$ cat config.mk
export PLATFORM = sky130hd
export DESIGN_NAME = digital_input_event_reporter_core
export DESIGN_NICKNAME = d
export VERILOG_FILES = /design/src/hw/rtl/dier_pkg.sv /design/src/hw/rtl/digital_input_event_reporter_core.sv
export SDC_FILE = /design/constraint.sdc
export NUM_CORES = 1
export LEC_CHECK = 0
export BUFFER_PORTS_ARGS = -buffer_cell sky130_fd_sc_hd__buf_2
export CAP_MARGIN = 15
export CORE_MARGIN = 2
export CORE_UTILIZATION = 46
export CTS_CLUSTER_SIZE = 40
export DETAILED_ROUTE_END_ITERATION = 16
export HOLD_SLACK_MARGIN = 0.03
export PLACE_DENSITY_LB_ADDON = 0.08
export SLEW_MARGIN = 40
export SYNTH_ARGS = -nofsm -noshare
export SYNTH_HDL_FRONTEND = slang
export SYNTH_SLANG_ARGS = --single-unit
$ cat constraint.sdc
create_clock -name clk_i -period 16.58 [get_ports clk_i]
set_input_delay 1.658 -clock clk_i [delete_from_list [all_inputs] [get_ports clk_i]]
set_output_delay 1.658 -clock clk_i [all_outputs]
set_load 0.1 [all_outputs]
$ cat src/hw/rtl/dier_pkg.sv
`timescale 1ns / 1ps
// ----------------------------------------------------------------------------
// dier_pkg
// Shared types and constants of the digital input event reporter.
// ----------------------------------------------------------------------------
package dier_pkg;

  localparam int unsigned NUM_CHANNELS = 8;
  // channels that have configuration fields behind them
  localparam int unsigned CFG_CHANNELS = 8;

  localparam int unsigned CH_W  = (NUM_CHANNELS > 1) ? $clog2(NUM_CHANNELS) : 1;
  localparam int unsigned CNT_W = $clog2(NUM_CHANNELS + 1);

  localparam int unsigned OP_W     = 2;
  localparam int unsigned PINS_W   = 8;
  localparam int unsigned TIME_W   = 32;
  localparam int unsigned ID_W     = 8;
  localparam int unsigned PERIOD_W = 16;
  localparam int unsigned MODE_W   = 3;
  localparam int unsigned TICK_W   = 8;

  localparam int unsigned IN_BITS   = OP_W + PINS_W + TIME_W;
  localparam int unsigned IN_DATA_W = ((IN_BITS + 7) / 8) * 8;
  localparam int unsigned OUT_BITS  = ID_W + 1 + TIME_W;
  localparam int unsigned OUT_DATA_W = ((OUT_BITS + 7) / 8) * 8;

  localparam int unsigned CFG_IDX_W  = 3;
  localparam int unsigned CFG_DATA_W = 64;

  localparam logic [TICK_W-1:0] PRESCALE_RESET = TICK_W'(10);

  typedef enum logic [OP_W-1:0] {
    OP_TICK  = 2'd0,
    OP_START = 2'd1,
    OP_STOP  = 2'd2
  } dier_op_e;

  typedef enum logic [MODE_W-1:0] {
    MODE_NONE     = 3'd0,
    MODE_PERIODIC = 3'd1,
    MODE_RISE     = 3'd2,
    MODE_FALL     = 3'd3,
    MODE_ANY      = 3'd4
  } dier_mode_e;

  typedef enum logic [CFG_IDX_W-1:0] {
    REG_CHANNEL_COUNT  = 3'd0,
    REG_TRIGGER_MODES  = 3'd1,
    REG_PERIODS_LOW    = 3'd2,
    REG_PERIODS_HIGH   = 3'd3,
    REG_CHANNEL_IDS    = 3'd4,
    REG_PRESCALE_LIMIT = 3'd5
  } dier_reg_e;

  typedef enum logic [3:0] {
    ST_IDLE   = 4'b0001,
    ST_ARM    = 4'b0010,
    ST_SAMPLE = 4'b0100,
    ST_FLUSH  = 4'b1000
  } dier_state_e;

  // one report waiting for its last flag to be known
  typedef struct packed {
    logic            valid;
    logic [ID_W-1:0] id;
    logic            level;
  } dier_pend_t;

endpackage

$ cat src/hw/rtl/digital_input_event_reporter_core.sv
`timescale 1ns / 1ps
// ----------------------------------------------------------------------------
// digital_input_event_reporter_core
// Samples active-low pins on a prescaled tick and reports periodic and edge
// events per channel, visiting one channel per cycle unless the output stalls.
// ----------------------------------------------------------------------------
//
//  channel   direction  handshake              payload
//  s_axis    in         tvalid/tready          tdata: op, pin_levels, now_seconds
//  m_axis    out        tvalid/tready, tlast   tdata: report_id, report_level,
//                                              report_time; tlast: last_report
//  cfg       in         write enable only      cfg_idx_i, cfg_wdata_i
//
//  a plain tick, a stop, or a tick below the prescale limit is handled in
//  the idle state. a start walks the channels in use in the arm state; a
//  sampling tick walks them in the sample state, then the flush state, and
//  can stall on the output. the walk uses the shared time adder / comparator.
//  s_axis_tready_o is high only while the sequencer is idle.
//  a report is held in a pending register until the next one (or the end of
//  the walk) decides its tlast; the walk stalls only when both it and the
//  output register are full.
//  reset is asynchronous, active low, and clears all but the payload registers.
//
module digital_input_event_reporter_core (
  input  logic                                  clk_i,
  input  logic                                  rst_ni,
  // op [1:0], pin_levels [9:2], now_seconds [41:10], zero fill above
  input  logic [dier_pkg::IN_DATA_W-1:0]        s_axis_tdata_i,
  input  logic                                  s_axis_tvalid_i,
  output logic                                  s_axis_tready_o,
  // report_id [7:0], report_level [8], report_time [40:9], zero fill above
  output logic [dier_pkg::OUT_DATA_W-1:0]       m_axis_tdata_o,
  output logic                                  m_axis_tlast_o,
  output logic                                  m_axis_tvalid_o,
  input  logic                                  m_axis_tready_i,
  input  logic                                  cfg_we_i,
  input  logic [dier_pkg::CFG_IDX_W-1:0]        cfg_idx_i,
  input  logic [dier_pkg::CFG_DATA_W-1:0]       cfg_wdata_i
);

  localparam int unsigned NCH   = dier_pkg::NUM_CHANNELS;
  localparam int unsigned CH_W  = dier_pkg::CH_W;
  localparam int unsigned CNT_W = dier_pkg::CNT_W;
  localparam int unsigned TW    = dier_pkg::TIME_W;

  // configuration registers
  logic [3:0]                      channel_count_q;
  logic [23:0]                     trigger_modes_q;
  logic [63:0]                     periods_low_q;
  logic [63:0]                     periods_high_q;
  logic [63:0]                     channel_ids_q;
  logic [dier_pkg::TICK_W-1:0]     prescale_limit_q;

  // block state
  dier_pkg::dier_state_e           state_q, state_d;
  logic                            enabled_q, enabled_d;
  logic [dier_pkg::TICK_W-1:0]     tick_count_q, tick_count_d;
  logic [NCH-1:0]                  level_q, level_d;
  logic [TW-1:0]                   next_due_q [NCH];
  logic [TW-1:0]                   next_due_d [NCH];
  logic [CNT_W-1:0]                ch_q, ch_d;

  // latched item payload
  logic [TW-1:0]                   now_q, now_d;
  logic [dier_pkg::PINS_W-1:0]     pins_q, pins_d;

  // pending report and output register
  dier_pkg::dier_pend_t            pend_q, pend_d;
  logic                            out_valid_q, out_valid_d;
  logic                            out_last_q, out_last_d;
  logic [dier_pkg::ID_W-1:0]       out_id_q, out_id_d;
  logic                            out_level_q, out_level_d;
  logic [TW-1:0]                   out_time_q, out_time_d;

  // per-channel views of the configuration
  logic [dier_pkg::MODE_W-1:0]     mode_arr   [NCH];
  logic [dier_pkg::PERIOD_W-1:0]   period_arr [NCH];
  logic [dier_pkg::ID_W-1:0]       id_arr     [NCH];
  logic [NCH-1:0]                  pin_lvl;

  for (genvar i = 0; i < NCH; i++) begin : g_chan
    if (i < dier_pkg::CFG_CHANNELS) begin : g_cfg
      assign mode_arr[i] = trigger_modes_q[3*i +: 3];
      assign id_arr[i]   = channel_ids_q[8*i +: 8];
      assign pin_lvl[i]  = ~pins_q[i];
      if (i < 4) begin : g_lo
        assign period_arr[i] = periods_low_q[16*i +: 16];
      end else begin : g_hi
        assign period_arr[i] = periods_high_q[16*(i-4) +: 16];
      end
    end else begin : g_none
      // no configuration behind these: mode none, id 0, pin reads high
      assign mode_arr[i]   = dier_pkg::MODE_NONE;
      assign id_arr[i]     = '0;
      assign period_arr[i] = '0;
      assign pin_lvl[i]    = 1'b0;
    end
  end

  // channels in use, saturated
  logic [4:0]       cc_ext;
  logic [CNT_W-1:0] n_active;
  assign cc_ext   = {1'b0, channel_count_q};
  assign n_active = (cc_ext > 5'(NCH)) ? CNT_W'(NCH) : CNT_W'(cc_ext);

  // channel under the sequencer
  logic [CH_W-1:0]                 ch_idx;
  logic                            ch_done;
  logic [dier_pkg::MODE_W-1:0]     cur_mode;
  logic                            cur_lvl;
  logic                            prev_lvl;
  assign ch_idx   = ch_q[CH_W-1:0];
  assign ch_done  = (ch_q >= n_active);
  assign cur_mode = mode_arr[ch_idx];
  assign cur_lvl  = pin_lvl[ch_idx];
  assign prev_lvl = level_q[ch_idx];

  // shared time unit: re-arm sum and due compare
  logic [TW-1:0] due_sum;
  logic          due_hit;
  assign due_sum = now_q + TW'(period_arr[ch_idx]);
  assign due_hit = (now_q >= next_due_q[ch_idx]);

  logic fire;
  always_comb begin
    unique case (cur_mode)
      dier_pkg::MODE_PERIODIC: fire = due_hit;
      dier_pkg::MODE_RISE:     fire = ~prev_lvl & cur_lvl;
      dier_pkg::MODE_FALL:     fire = prev_lvl & ~cur_lvl;
      dier_pkg::MODE_ANY:      fire = prev_lvl ^ cur_lvl;
      default:                 fire = 1'b0;
    endcase
  end

  // input item fields
  logic [dier_pkg::OP_W-1:0]   in_op;
  logic [dier_pkg::PINS_W-1:0] in_pins;
  logic [TW-1:0]               in_now;
  assign in_op   = s_axis_tdata_i[1:0];
  assign in_pins = s_axis_tdata_i[9:2];
  assign in_now  = s_axis_tdata_i[41:10];

  logic in_accept;
  logic out_free;
  assign s_axis_tready_o = (state_q == dier_pkg::ST_IDLE);
  assign in_accept       = s_axis_tvalid_i & s_axis_tready_o;
  assign out_free        = ~out_valid_q | m_axis_tready_i;

  always_comb begin
    state_d      = state_q;
    enabled_d    = enabled_q;
    tick_count_d = tick_count_q;
    level_d      = level_q;
    next_due_d   = next_due_q;
    ch_d         = ch_q;
    now_d        = now_q;
    pins_d       = pins_q;
    pend_d       = pend_q;
    out_valid_d  = out_valid_q & ~m_axis_tready_i;
    out_last_d   = out_last_q;
    out_id_d     = out_id_q;
    out_level_d  = out_level_q;
    out_time_d   = out_time_q;

    unique case (state_q)
      dier_pkg::ST_IDLE: begin
        if (in_accept) begin
          now_d  = in_now;
          pins_d = in_pins;
          ch_d   = '0;
          unique case (in_op)
            dier_pkg::OP_START: begin
              enabled_d = 1'b1;
              state_d   = dier_pkg::ST_ARM;
            end
            dier_pkg::OP_STOP: begin
              enabled_d = 1'b0;
            end
            dier_pkg::OP_TICK: begin
              if (enabled_q) begin
                if (tick_count_q >= prescale_limit_q) begin
                  // counter restarts at 0 and counts this tick, so it is loaded with 1
                  tick_count_d = dier_pkg::TICK_W'(1);
                  state_d      = dier_pkg::ST_SAMPLE;
                end else begin
                  tick_count_d = tick_count_q + dier_pkg::TICK_W'(1);
                end
              end
            end
            default: ;
          endcase
        end
      end

      dier_pkg::ST_ARM: begin
        if (ch_done) begin
          state_d = dier_pkg::ST_IDLE;
        end else begin
          if (cur_mode == dier_pkg::MODE_PERIODIC) begin
            next_due_d[ch_idx] = due_sum;
          end
          ch_d = ch_q + CNT_W'(1);
        end
      end

      dier_pkg::ST_SAMPLE: begin
        if (ch_done) begin
          state_d = dier_pkg::ST_FLUSH;
        end else if (!(fire && pend_q.valid && !out_free)) begin
          level_d[ch_idx] = cur_lvl;
          if (fire) begin
            if (cur_mode == dier_pkg::MODE_PERIODIC) begin
              next_due_d[ch_idx] = due_sum;
            end
            if (pend_q.valid) begin
              // a later report exists, so the held one is not the last
              out_valid_d = 1'b1;
              out_last_d  = 1'b0;
              out_id_d    = pend_q.id;
              out_level_d = pend_q.level;
              out_time_d  = now_q;
            end
            pend_d.valid = 1'b1;
            pend_d.id    = id_arr[ch_idx];
            pend_d.level = cur_lvl;
          end
          ch_d = ch_q + CNT_W'(1);
        end
      end

      dier_pkg::ST_FLUSH: begin
        if (!pend_q.valid) begin
          state_d = dier_pkg::ST_IDLE;
        end else if (out_free) begin
          out_valid_d  = 1'b1;
          out_last_d   = 1'b1;
          out_id_d     = pend_q.id;
          out_level_d  = pend_q.level;
          out_time_d   = now_q;
          pend_d.valid = 1'b0;
          state_d      = dier_pkg::ST_IDLE;
        end
      end

      default: state_d = dier_pkg::ST_IDLE;
    endcase
  end

  // configuration writes
  always_ff @(posedge clk_i or negedge rst_ni) begin
    if (!rst_ni) begin
      channel_count_q  <= '0;
      trigger_modes_q  <= '0;
      periods_low_q    <= '0;
      periods_high_q   <= '0;
      channel_ids_q    <= '0;
      prescale_limit_q <= dier_pkg::PRESCALE_RESET;
    end else if (cfg_we_i) begin
      unique case (cfg_idx_i)
        dier_pkg::REG_CHANNEL_COUNT:  channel_count_q  <= cfg_wdata_i[3:0];
        dier_pkg::REG_TRIGGER_MODES:  trigger_modes_q  <= cfg_wdata_i[23:0];
        dier_pkg::REG_PERIODS_LOW:    periods_low_q    <= cfg_wdata_i;
        dier_pkg::REG_PERIODS_HIGH:   periods_high_q   <= cfg_wdata_i;
        dier_pkg::REG_CHANNEL_IDS:    channel_ids_q    <= cfg_wdata_i;
        dier_pkg::REG_PRESCALE_LIMIT: prescale_limit_q <= cfg_wdata_i[7:0];
        default: ;
      endcase
    end
  end

  // control state and timers
  always_ff @(posedge clk_i or negedge rst_ni) begin
    if (!rst_ni) begin
      state_q      <= dier_pkg::ST_IDLE;
      enabled_q    <= 1'b0;
      tick_count_q <= '0;
      level_q      <= '0;
      ch_q         <= '0;
      pend_q       <= '0;
      out_valid_q  <= 1'b0;
      for (int i = 0; i < NCH; i++) begin
        next_due_q[i] <= '0;
      end
    end else begin
      state_q      <= state_d;
      enabled_q    <= enabled_d;
      tick_count_q <= tick_count_d;
      level_q      <= level_d;
      ch_q         <= ch_d;
      pend_q       <= pend_d;
      out_valid_q  <= out_valid_d;
      next_due_q   <= next_due_d;
    end
  end

  // payload registers
  always_ff @(posedge clk_i) begin
    now_q       <= now_d;
    pins_q      <= pins_d;
    out_last_q  <= out_last_d;
    out_id_q    <= out_id_d;
    out_level_q <= out_level_d;
    out_time_q  <= out_time_d;
  end

  assign m_axis_tvalid_o = out_valid_q;
  assign m_axis_tlast_o  = out_last_q;
  assign m_axis_tdata_o  = {(dier_pkg::OUT_DATA_W - dier_pkg::OUT_BITS)'(0),
                            out_time_q, out_level_q, out_id_q};

endmodule

Word level (Yosys, flattened, before mapping)
Cells that the tools add are included.
{"block": "op_classes", "n_shift": 0, "n_mux": 87, "magnitude_cmp": 8, "div_mod_pow": 0, "add_sub_neg": 3, "n_reduce_logical": 27, "eq_ne": 29, "n_mul": 0, "bitwise": 21}
{"cell": "256-bit 2-to-1 mux", "count": 5}
{"cell": "256-bit case mux with 2 select lines", "count": 1}
{"cell": "32-bit 2-to-1 mux", "count": 9}
{"cell": "256-bit bitwise mux", "count": 1}
{"cell": "32-bit binary-select mux with 3-bit select", "count": 1}
{"cell": "32-bit demux with 3-bit select", "count": 1}
{"cell": "8-bit 2-to-1 mux", "count": 9}
{"cell": "32-bit case mux with 2 select lines", "count": 1}
{"cell": "16-bit binary-select mux with 3-bit select", "count": 1}
{"cell": "4-bit 2-to-1 mux", "count": 12}
{"cell": "32-bit by 16-bit adder with 32-bit output", "count": 1}
{"cell": "32-bit >= comparator", "count": 1}
{"cell": "16-bit 2-to-1 mux", "count": 2}
{"cell": "10-bit 2-to-1 mux", "count": 3}
{"cell": "8-bit binary-select mux with 3-bit select", "count": 1}
{"cell": "1-bit 2-to-1 mux", "count": 23}
{"cell": "2-bit != test (second input constant)", "count": 9}
{"cell": "4-bit case mux with 4 select lines", "count": 1}
{"cell": "8-bit case mux with 2 select lines", "count": 1}
{"cell": "1-bit inverter", "count": 14}
{"cell": "2-bit AND reduction", "count": 7}
{"cell": "7-bit AND reduction", "count": 2}
{"cell": "3-bit by 2-bit == test with 1-bit output (second input constant)", "count": 4}
{"cell": "4-bit case mux with 3 select lines", "count": 1}
{"cell": "41 further kinds", "count": 64}
{"block": "word_totals", "ramBits": 0, "output_inout_bits": 51, "elab_cells": 204, "ff_bits": 602, "n_memories": 0, "mem_bits_ro": 0, "input_bits": 120, "latchBits": 0}

Logic depth before layout (Yosys ltp)
Gate-level depths: netlist of the first run.
{"block": "depth", "depth_word": 11, "mapped_depth": 20}

Worst setup path before layout of the first run
Ideal clock, no wire load.
{"block": "synth_timing", "kind": "register to register", "start": "reg state_q[0]", "end": "reg tick_count_q[7] in the netlist's numbering", "arrival_time_ps": 5879, "path_slack_ps": 10581, "required_ps": 16460, "setup_time_ps": 120, "stages_incl_launch_ff": 10, "synth_period_minus_slack_ps": 5999, "cell_sequence": "dfstp_2 nor4b_1 and2_1 buf_2 and3_1 nand2_1 nor3_1 nand3_1 xor2_1 nor2_1"}
{"block": "synth_via", "elab_chain_cells": 3}
{"element": "start: declaration", "line_no": "digital_input_event_reporter_core.sv:55", "text": "dier_pkg::dier_state_e state_q, state_d;"}
{"element": "start signal: assignment", "line_no": "digital_input_event_reporter_core.sv:274", "text": "state_q <= dier_pkg::ST_IDLE;"}
{"element": "start signal: assignment", "line_no": "digital_input_event_reporter_core.sv:285", "text": "state_q <= state_d;"}
{"element": "4-bit by 1-bit == test with 1-bit output *", "line_no": "digital_input_event_reporter_core.sv:145", "text": "assign s_axis_tready_o = (state_q == dier_pkg::ST_IDLE);"}
{"element": "net s_axis_tready_o", "line_no": "digital_input_event_reporter_core.sv:30", "text": "output logic s_axis_tready_o,"}
{"element": "1-bit AND", "line_no": "digital_input_event_reporter_core.sv:146", "text": "assign in_accept = s_axis_tvalid_i & s_axis_tready_o;"}
{"element": "4-bit AND reduction (no line) *"}
{"element": "end signal: assignment", "line_no": "digital_input_event_reporter_core.sv:287", "text": "tick_count_q <= tick_count_d;"}
{"element": "end: declaration", "line_no": "digital_input_event_reporter_core.sv:57", "text": "logic [dier_pkg::TICK_W-1:0] tick_count_q, tick_count_d;"}
The timed path passes the listed nets; every way through them passes the cells marked *.
A chain may end at the register's enable or synchronous reset.

Worst setup path after layout of the first run
{"block": "layout_timing", "start": "reg ch_q[1]", "end": "reg out_time_q[8] (enable)"}
{"block": "layout_via", "elab_chain_cells": 10, "word_cells_on_any_way": 29}
{"element": "start: declaration", "line_no": "digital_input_event_reporter_core.sv:61", "text": "logic [CNT_W-1:0] ch_q, ch_d;"}
{"element": "start signal: assignment", "line_no": "digital_input_event_reporter_core.sv:289", "text": "ch_q <= ch_d;"}
{"element": "3-bit inverter with 4-bit output (not written as such)", "line_no": "digital_input_event_reporter_core.sv:114, digital_input_event_reporter_core.sv:122"}
{"element": "32-bit binary-select mux with 3-bit select or 3-bit binary-select mux with 3-bit select (tied branches)", "line_no": "digital_input_event_reporter_core.sv:122, digital_input_event_reporter_core.sv:114"}
{"element": "32-bit 2-to-1 mux (not written as such) or 3-bit 2-to-1 mux (tied branches) (2 in a row)", "line_no": "digital_input_event_reporter_core.sv:122, digital_input_event_reporter_core.sv:114"}
{"element": "32-bit >= comparator, or another cell as far along", "line_no": "digital_input_event_reporter_core.sv:122", "text": "assign due_hit = (now_q >= next_due_q[ch_idx]);"}
{"element": "1-bit case mux with 4 select lines", "line_no": "digital_input_event_reporter_core.sv:126", "text": "unique case (cur_mode)"}
{"element": "1-bit logical AND (2 in a row)", "line_no": "digital_input_event_reporter_core.sv:209", "text": "end else if (!(fire && pend_q.valid && !out_free)) begin"}
{"element": "2-bit != test (no line)"}
{"element": "7-bit AND reduction (no line) *"}
{"element": "end signal: assignment", "line_no": "digital_input_event_reporter_core.sv:303", "text": "out_time_q <= out_time_d;"}
{"element": "end: declaration", "line_no": "digital_input_event_reporter_core.sv:73", "text": "logic [TW-1:0] out_time_q, out_time_d;"}
Mark *: on every way between the ends. The rest lies on a longest branch, timed or not. The select of a mux whose other input is x is not followed.

==> impl_metrics.toml, run 1 <==
[outcome]
status = "finished, final reports clean"

[critical_path]
critPathCaptureType = "flop"
critical_path.max_fanout = 46
worst_ep_required_time_ns = 16.82
arrival_worst_endpoint_ns = 6.98
crit_type = "flop to flop"
reg_to_reg_end = "out_time_q[8]"
worstSetupEndpoint = "out_time_q[8]"
r2r_setup_slack_ns = 9.84
launching_instance_or_port_of_the_critical_path = "ch_q[1]"
worst_r2r_path_depth = 14
crit-reg2reg-launch = "ch_q[1]"
critPathLaunchType = "flop"

[yosys]
synth_cell_types = 69
syn_inst = 2246
postSynthAreaPerCell_sq_um = 11.8
ys_ff_latch = 602
yosys.area.top_type = "dfrtp_1"
synth_fa_ha_area_frac = 0.0323
total_standard_cell_area_after_synthesis_sq_um = 26600
dominant_combinational_cell_family_by_area_after_synthesis = "compound AO/OA/AOI/OAI gates"
synth_area_leaders = "dfrtp_1, mux2_2, edfxtp_1, a22oi_1, o21ai_0"
synth-main-ff-cell = "dfrtp_1"
synth_enable_flop_cells = 82
synth_simple_gate_area_share = 0.0884
synth_xor_xnor_area_share = 0.0112
yosysWarningCount = 0
yosysTopAreaCellShare = 0.487
post-synth-top-count-cell = "dfrtp_1"
sequential_cell_area_fraction_in_the_yosys_report = 0.582
synth_compound_area_frac = 0.148
async_reset_ff_frac = 0.864
synth.cells.most_frequent = "dfrtp_1, nand2_1, o21ai_0, mux2_2, a22oi_1"
mux_cell_area_share_after_synthesis = 0.110

[timing]
final.min_clock_period_ns = 6.74
finalHoldViolations = 0
slew_headroom = 0.445
setup_viol_count_final = 0
timing_max_transition_violations_final = 0
final.setup_skew_ns = 0.0191
grt_setup_unrepaired = "false"
fin_tns_setup_ns = 0
worstMarginPinSlew_ns = 0.832
layout_worst_path_cycle_share = 0.406
achievable-frequency_ghz = 0.148

[pwr]
power_per_cell_area_nw_per_um2 = 158
vdd_ir_drop_max_v = 0.0000945
static-leakage-power_nw = 12.8

[place]
placed_cells = 3063
finalWeightedCongestion = 0.816
io_buffers = 157
dpl_cell_area_sq_um = 28200
detailedPlacementHpwl_microns = 44600

[finish]
multi_input_comb_area_sq_um = 10500
number_of_filler_cells_placed_in_the_layout = 5074
post_route_cells_drive_above_1_share = 0.237
fin_util = 0.529
final_instance_area_sq_um = 30400
register_area_sq_um = 15500
final-instance-count-excl-fill = 3186
flow.area_growth_from_synthesis_pct = 14.3
layout.nets = 2556

[hold_path]
hp-class = "flop to flop"

[floorplan]
io_pins = 171
die_area_sq_um = 59700
die_height_microns = 244
std_cell_rows = 88
start_util = 0.463
placeableCoreArea_sq_um = 57500
die_width_microns = 244

[route]
drt_pre_antenna_iters = 6
drt_drc_violations_left = 0
number_of_drc_markers_after_the_initial_detailed_route_iteration = 1215
num_vias = 18400
route.detailed.vias_per_inst = 5.78
drt_wl_total_microns = 72800
routedWlPerCell_microns = 22.8
antenna_violating_nets_post_route = 0

[cts]
cts_repair_resize_count = 0
hold_bufs_at_cts = 0
cts-buffers-inserted = 68
clock_tree.htree_level_count = 3
clock_insertion_delay_at_the_later_pin_of_the_skew_report_ns = 0.60
cts-root-buf = "clkbuf_16"
clk_transition_reported_paths_ns = 0.06
cts_tree = "done"
cts_post_setup_buffers_inserted = 0
maximum_clock_path_buffer_count = 3
cts_sinks = 602

[flow_run]
maxCapViolations = 0

[global_route]
grt_start_max_net_pins = 96
antenna_violations_before_repair = 13
grt_first_pass_wirelength_microns = 113000
overflow = 0
track_usage = 0.248
grt_pass1_vias = 18700
per-layer routing:
metal	GRT usage	vias to the layer above	part of all wire
met1	0.333	9421	0.44
met2	0.415	399	0.49
met5	0	-	0.0018
met4	0.0662	22	0.024
met3	0.0463	126	0.047
li1	-	8445	-
flip-flops by register name, indices dropped and copies added (netlist names), 10 cells and up:
register         cells
periods_high_q      64
trigger_modes_q     24
out_time_q          32
now_q               32
periods_low_q       64
channel_ids_q       64
next_due_q         256
pend_q              10
final cells by class:
cell class | count | share of cell area
flip-flops and latches | 602 | 0.509
multi-input cells | 1476 | 0.346
clock buffers | 97 | 0.0653
repair buffers | 191 | 0.0371
well taps | 765 | 0.0315
clock inverters | 25 | 0.00733
inverters | 29 | 0.00358
diodes | 1 | 0.0000824
critical path, stage by stage (launching register included):
cell and delay [ns]:
dfrtp_1 0.81, nor2b_1 0.41, nor2b_4 0.58, buf_4 0.76, a22oi_1 0.14, and4_1 0.27, ha_1 0.30, nand4_1 0.15
nor4_1 0.63, and4_1 0.29, a22o_2 0.45, o21a_1 0.25, o21ai_0 0.17, nor2b_4 0.60, buf_4 0.51
logic make-up after synthesis:
kind of cell               after synthesis
DFF                                    602
buffers and inverters                  174
AOI/OAI and AO/OA                      608
adders and majority gates               68
xor gates and xnor gates                34
other                                    1
muxes                                  261
and+or+nand+nor                        498
metrics by stage:
step | power [mW] | hold slack (ns) | worst slack [ns]
final | 4.81 | 0.443 | 9.84
after global routing | 5.08 | 0.452 | 9.45
after CTS | 4.84 | 0.443 | 9.78
after detailed placement | 3.34 | 0.430 | 9.79
after global placement | 3.30 | 0.425 | 9.56
after floorplan | 2.83 | 0.418 | 10.58
power breakdown:
part / internal [mW] / total [mW] / switching [mW]
clock: 0.893 / 1.48 / 0.590
sequential: 1.76 / 1.92 / 0.162
combinational: 0.480 / 1.41 / 0.926
layout by cell type, fill, tap and decap left out, drive strengths merged, types with 11 or more instances in the layout:
cell,Yosys,final
a21oi,37,37
buf,30,191
xnor2,17,17
clkinv,0,19
dfrtp,517,517
nand3,25,25
nor3,11,11
a21o,13,13
and3,14,14
ha,67,67
mux2,253,253
nor2,35,35
a22oi,218,218
and4,30,30
clkbuf,115,97
nand4,35,35
o21ai,281,281
inv,29,30
edfxtp,82,82
xor2,17,17
nor2b,13,13
nand2,301,301
worst min path at each step:
stage               depth (start not counted)     endpoint  startpoint  slack, ns
floorplan                                   0  out_id_q[0]   pend_q[1]       0.42
global placement                            0  out_id_q[6]   pend_q[7]       0.43
detailed placement                          0  out_id_q[4]   pend_q[5]       0.43
CTS                                         0  out_id_q[0]   pend_q[1]       0.44
global route                                0  out_id_q[7]   pend_q[8]       0.45
finish                                      0  out_id_q[6]   pend_q[7]       0.44
Power figures use the tool's default switching activity.
==> inputs of run 2 (changes only) <==
Settings changed: ABC_AREA from default to 1.
Clock period 16.58 ns to 6.65 ns, I/O delays scaled along.
==> run 2 against run 1 <==
Register-to-register slack lost 8.8 ns. Critical path depth is 10 higher. Sequential power grew 140%. Via count up 27%. Clock-buffer cell count shrank 4. Clock skew rose by 0.0090 ns. Die area up 7.7%. Critical path type unchanged. Global-route usage grew 2.4 points. Flip-flop and latch count is the same. Non-clock buffer count is 23 higher. Design area increased by 6.5%. Routed wire length grew 19%.
==> impl_metrics.toml, run 2 <==
[finish]
post_route_cells_drive_above_1_share = 0.109
flow.area_growth_from_synthesis_pct = 12.9
largest_register_ffs = 256
antenna_cells_inserted = 0
largest_register = "next_due_q"
number_of_filler_cells_placed_in_the_layout = 5703
most_common_cell_after_layout_fill_and_taps_aside = "nand2_1"
most-common-layout-cells = "nand2_1, dfrtp_1, nand4_1, o21ai_0, inv_1"
layout.nets = 3459

[yosys]
yosysTopAreaCellShare = 0.451
total_standard_cell_area_after_synthesis_sq_um = 28700
async_reset_ff_frac = 0.864
syn_inst = 3207
synth_area_leaders = "dfrtp_1, nand2_1, edfxtp_1, nand4_1, o21ai_0"
synth_cell_types = 45
yosys.area.top_type = "dfrtp_1"
yosysWarningCount = 0
post-synth-top-count-cell = "nand2_1"
synth.cells.most_frequent = "nand2_1, dfrtp_1, nand4_1, o21ai_0, inv_1"
sequential_cell_area_fraction_in_the_yosys_report = 0.540
postSynthAreaPerCell_sq_um = 8.94
ys_ff_latch = 602
synth-main-ff-cell = "dfrtp_1"
synth_enable_flop_cells = 82

[cts]
clock_tree.htree_level_count = 3
maximum_clock_path_buffer_count = 3
cts_repair_resize_count = 0
clock_insertion_delay_at_the_later_pin_of_the_skew_report_ns = 0.61
cts-buffers-inserted = 69
cts_sinks = 602
cts-root-buf = "clkbuf_16"
cts_tree = "done"
clk_transition_reported_paths_ns = 0.06

[timing]
worstMarginPinSlew_ns = 0.843
slew_headroom = 0.436
final.setup_skew_ns = 0.0281
setup_viol_count_final = 0
achievable-frequency_ghz = 0.178
grt_setup_unrepaired = "false"
timing_max_transition_violations_final = 0
final.min_clock_period_ns = 5.62
finalHoldViolations = 0
fin_tns_setup_ns = 0
layout_worst_path_cycle_share = 0.845

[critical_path]
critPathCaptureType = "flop"
arrival_worst_endpoint_ns = 6.11
worst_r2r_path_depth = 24
critPathLaunchType = "flop"
crit_type = "flop to flop"
reg_to_reg_end = "next_due_q[45]"
crit-reg2reg-launch = "ch_q[0]"
worst_ep_required_time_ns = 7.14
critical_path.max_fanout = 54
r2r_setup_slack_ns = 1.03

[route]
antenna_violating_nets_post_route = 0
drt_pre_antenna_iters = 6
drt_drc_violations_left = 0
number_of_drc_markers_after_the_initial_detailed_route_iteration = 1994
route.detailed.vias_per_inst = 5.63
drt_wl_total_microns = 86700
routedWlPerCell_microns = 20.8
num_vias = 23400

[pwr]
power_per_cell_area_nw_per_um2 = 348
vdd_ir_drop_max_v = 0.000171
power.total_mw = 11.3
static-leakage-power_nw = 15.8

[hold_path]
hold_path_end = "now_q[4]"
worst_hold_stages = 1
worst_hold_startpoint = "s_axis_tdata_i[14]"
hp-class = "input pin to flop"

[global_route]
grt_pass1_vias = 23000
grt_start_max_net_pins = 144
track_usage = 0.273
grt_first_pass_wirelength_microns = 135000
antenna_violations_before_repair = 0
overflow = 0

[outcome]
status = "finished, final reports clean"

[floorplan]
die_height_microns = 254
start_util = 0.465
die_area_sq_um = 64300
std_cell_rows = 91
placeableCoreArea_sq_um = 61600
io_pins = 171
die_width_microns = 254

[flow_run]
maxCapViolations = 0

[place]
finalWeightedCongestion = 0.875
io_buffers = 157
detailedPlacementHpwl_microns = 54500
## run 2: final cells by class
type,count,area [sq um],share of cell area
multi-input combinational,2191,11300,0.349
inverter,193,729,0.0225
clock inverter,34,352,0.0109
sequential,602,15500,0.478
clock buffer,93,1960,0.0605
tap,837,1050,0.0324
timing repair buffer,214,1510,0.0467
## run 2: worst max path at each step
| stage | start | endpoint | slack (ns) |
|---|---|---|---|
| finish | ch_q[0] | next_due_q[45] | 1.03 |
| global route | ch_q[0] | next_due_q[44] | 0.70 |
| CTS | ch_q[0] | next_due_q[45] | 1.04 |
| detailed placement | ch_q[0] | next_due_q[45] | 1.07 |
| global placement | ch_q[2] | next_due_q[45] | 1.06 |
| floorplan | ch_q[0] | m_axis_tlast_o | 1.29 |
## run 2: layer usage
layer / part of all wire / up-vias / global-route usage
met5: 0 / - / 0
met4: 0.035 / 0 / 0.0979
met3: 0.048 / 149 / 0.0343
met2: 0.49 / 723 / 0.461
met1: 0.43 / 11500 / 0.361
li1: - / 11100 / -
## run 2: through the flow
step                hold slack (ns)  setup slack, ns  instances  utilization  cell area [sq um]
floorplan                     0.369             1.29       3213            -              28700
global placement              0.447             1.06       4034        0.486              29900
detailed placement            0.443             1.07       4035        0.487              30000
CTS                           0.202             1.04       4163        0.524              32300
global route                  0.207            0.703       4164        0.525              32400
finish                        0.231             1.03       4164        0.525              32400
## run 2: timing repair
item | 4_1_cts | 5_1_grt
hold endpoints to repair | 25 | 0
buffers inserted | 0 | 0
hold buffers | 1 | 0
## run 2: cell families (layout without fill, tap and decap cells)
logic type,after synthesis,after routing,share of synthesized area
and+or+nand+nor,1576,1576,0.241
DFF,602,602,0.540
AOI/OAI and AO/OA,508,508,0.108
buffers and inverters,420,534,0.0709
adders and majority gates,68,68,0.0299
xor gates and xnor gates,32,32,0.00978
other,1,7,0.000131
## run 2: worst max-delay path, cell delays in order (launching register included)
cell	delay, ns
dfrtp_1	0.61
buf_4	0.30
inv_6	0.10
nor3_2	0.57
buf_12	0.32
a22o_1	0.18
a221oi_1	0.05
nand4_1	0.11
inv_1	0.09
ha_1	0.30
a21oi_1	0.14
o21ai_0	0.09
nand2_1	0.06
nand2_1	0.06
a21oi_1	0.23
nand2_1	0.20
nand2_1	0.14
nand2_2	0.17
nand2_2	0.12
nand2_4	0.09
nand2_8	0.34
nand3_2	0.58
buf_12	0.39
nand2_1	0.09
nand2_1	0.05
## run 2: power by group
part	switching [mW]	internal (mW)	leakage, nW
sequential	0.330	4.25	7.63
combinational	2.02	0.793	7.08
clock	1.57	2.31	1.13
total	3.91	7.35	15.8
==> inputs of run 3 (changes only) <==
Clock period 6.65 ns to 5.7 ns, I/O delays scaled along.
==> run 3 against run 2 <==
First-iteration DRC count grew 16%. Total power grew 17%. Routed wire length grew 1.1%. Via count grew 1.3%. Clock skew shrank 0.0071 ns.
==> impl_metrics.toml, run 3 (synthesis gave the netlist of run 2 again) <==
[outcome]
status = "finished, final reports clean"

[floorplan]
die_height_microns = 254
io_pins = 171
std_cell_rows = 91
die_width_microns = 254
start_util = 0.465
die_area_sq_um = 64300
placeableCoreArea_sq_um = 61600

[cts]
cts_post_setup_buffers_inserted = 0
clock_insertion_delay_at_the_later_pin_of_the_skew_report_ns = 0.61
cts_tree = "done"
clk_transition_reported_paths_ns = 0.06
hold_bufs_at_cts = 1
cts_repair_resize_count = 0
clock_tree.htree_level_count = 3
maximum_clock_path_buffer_count = 3
cts-buffers-inserted = 68
cts_sinks = 602
cts-root-buf = "clkbuf_16"

[timing]
worstMarginPinSlew_ns = 0.883
fin_tns_setup_ns = 0
slew_headroom = 0.407
setup_viol_count_final = 0
timing_max_transition_violations_final = 0
grt_setup_unrepaired = "false"
final.setup_skew_ns = 0.0210
finalHoldViolations = 0
setup_slack_after_layout_ns = 0.754
final.min_clock_period_ns = 4.95
layout_worst_path_cycle_share = 0.868
achievable-frequency_ghz = 0.202

[route]
antenna_violating_nets_post_route = 0
routedWlPerCell_microns = 20.9
m1WireLength_microns = 36600
drt_wl_total_microns = 87700
drt_drc_violations_left = 0
wl_met3_microns = 5110
route.detailed.vias_per_inst = 5.66
routed-wl-met2_microns = 43500
drt_pre_antenna_iters = 6
num_vias = 23800
number_of_drc_markers_after_the_initial_detailed_route_iteration = 2319
highest-signal-layer = "met5"

[critical_path]
critical_path.max_fanout = 49
worst_r2r_path_depth = 23
critPathCaptureType = "flop"
critPathTopFamily = "simple AND/OR/NAND/NOR gates"
cp_common_cell = "nand2_1"
cpMaxStageDelayCell = "dfrtp_1"
crit-reg2reg-launch = "ch_q[2]"
arrival_worst_endpoint_ns = 5.48
crit_type = "flop to flop"
reg_to_reg_end = "next_due_q[47]"
crit_path_cell_trace = "inv_1, nor3_2, buf_12, buf_4, a221oi_1, nand4_1, inv_1, ha_1, nand2_1, nor2_1, nand4_1, nor2_1, nand2_1, nand2_1, nand2_1, nand2_2, nand2_2, nand2_4, nand2_8, nand3_2, buf_4, nand2_1, nand2_1"
worst_ep_required_time_ns = 6.23
cp_num_buf_inv = 5
r2r_setup_slack_ns = 0.75
critPathLaunchType = "flop"
slowest_stage_delay_cp_ns = 0.64

[hold_path]
worst_hold_startpoint = "s_axis_tdata_i[40]"
hp-class = "input pin to flop"
hold_path_end = "now_q[30]"
worst_hold_stages = 1

[finish]
largest_register_ffs = 256
fin_util = 0.530
layout.nets = 3495
post_route_cells_drive_above_1_share = 0.117
most-common-layout-cells = "nand2_1, dfrtp_1, nand4_1, o21ai_0, inv_1"
flow.area_growth_from_synthesis_pct = 14.0
most_common_cell_after_layout_fill_and_taps_aside = "nand2_1"
largest_register = "next_due_q"
final_instance_area_sq_um = 32700
antenna_cells_inserted = 0

[place]
detailedPlace.worstSlack_ns = 0.510
io_buffers = 157
finalWeightedCongestion = 0.901
detailedPlacementHpwl_microns = 56800
dpl_cell_area_sq_um = 30300

[flow_run]
maxCapViolations = 0

[global_route]
track_usage = 0.276
overflow = 0
antenna_violations_before_repair = 1
grt_start_max_net_pins = 154
grt_pass1_vias = 23000
grt_first_pass_wirelength_microns = 137000

[pwr]
vdd_ir_drop_max_v = 0.000259
power_per_cell_area_nw_per_um2 = 405
power.total_mw = 13.2
static-leakage-power_nw = 16.0
## run 3: changes by cell type in the layout (fill, tap and decap cells not counted), sizes merged
cell	previous run	this run
clkbuf	95	98
inv	196	197
bufinv	6	5
clkinv	20	16
buf	211	249
clkinvlp	5	2
## run 3: cell type report
type | count | area [sq um]
fillers | 5695 | 28900
clock buffers | 97 | 1970
clock inverters | 27 | 294
multi-input cells | 2191 | 11300
flip-flops and latches | 602 | 15500
repair buffers | 251 | 1890
well taps | 837 | 1050
inverters | 193 | 729
## run 3: how the worst max path moves through the flow
stage               startpoint             end  slack, ns  cells past startpoint
floorplan              ch_q[0]  m_axis_tlast_o       0.34                     24
global placement       ch_q[0]  next_due_q[35]       0.55                     23
detailed placement     ch_q[0]  next_due_q[58]       0.51                     23
CTS                    ch_q[0]  next_due_q[58]       0.50                     23
global route           ch_q[2]  next_due_q[45]       0.30                     23
finish                 ch_q[2]  next_due_q[47]       0.75                     23
## run 3: layer usage
layer  up-vias  track usage
met2       841        0.468
met4         2       0.0876
met5         -            0
li1      11100            -
met3       134       0.0424
met1     11700        0.365
## run 3: stage by stage
stage / hold slack (ns) / std cells
4_1_cts: 0.0983 / 4196
5_1_grt: 0.105 / 4198
3_5_place_dp: 0.438 / 4071
2_1_floorplan: 0.274 / 3213
3_3_place_gp: 0.435 / 4069
6_report: 0.133 / 4198
## run 3: power by group
group	total (mW)	switching (mW)	internal [mW]	leakage, nW
logic	3.39	2.36	1.03	7.28
clock network	4.47	1.81	2.65	1.11
registers	5.36	0.399	4.96	7.63
total	13.2	4.58	8.64	16.0
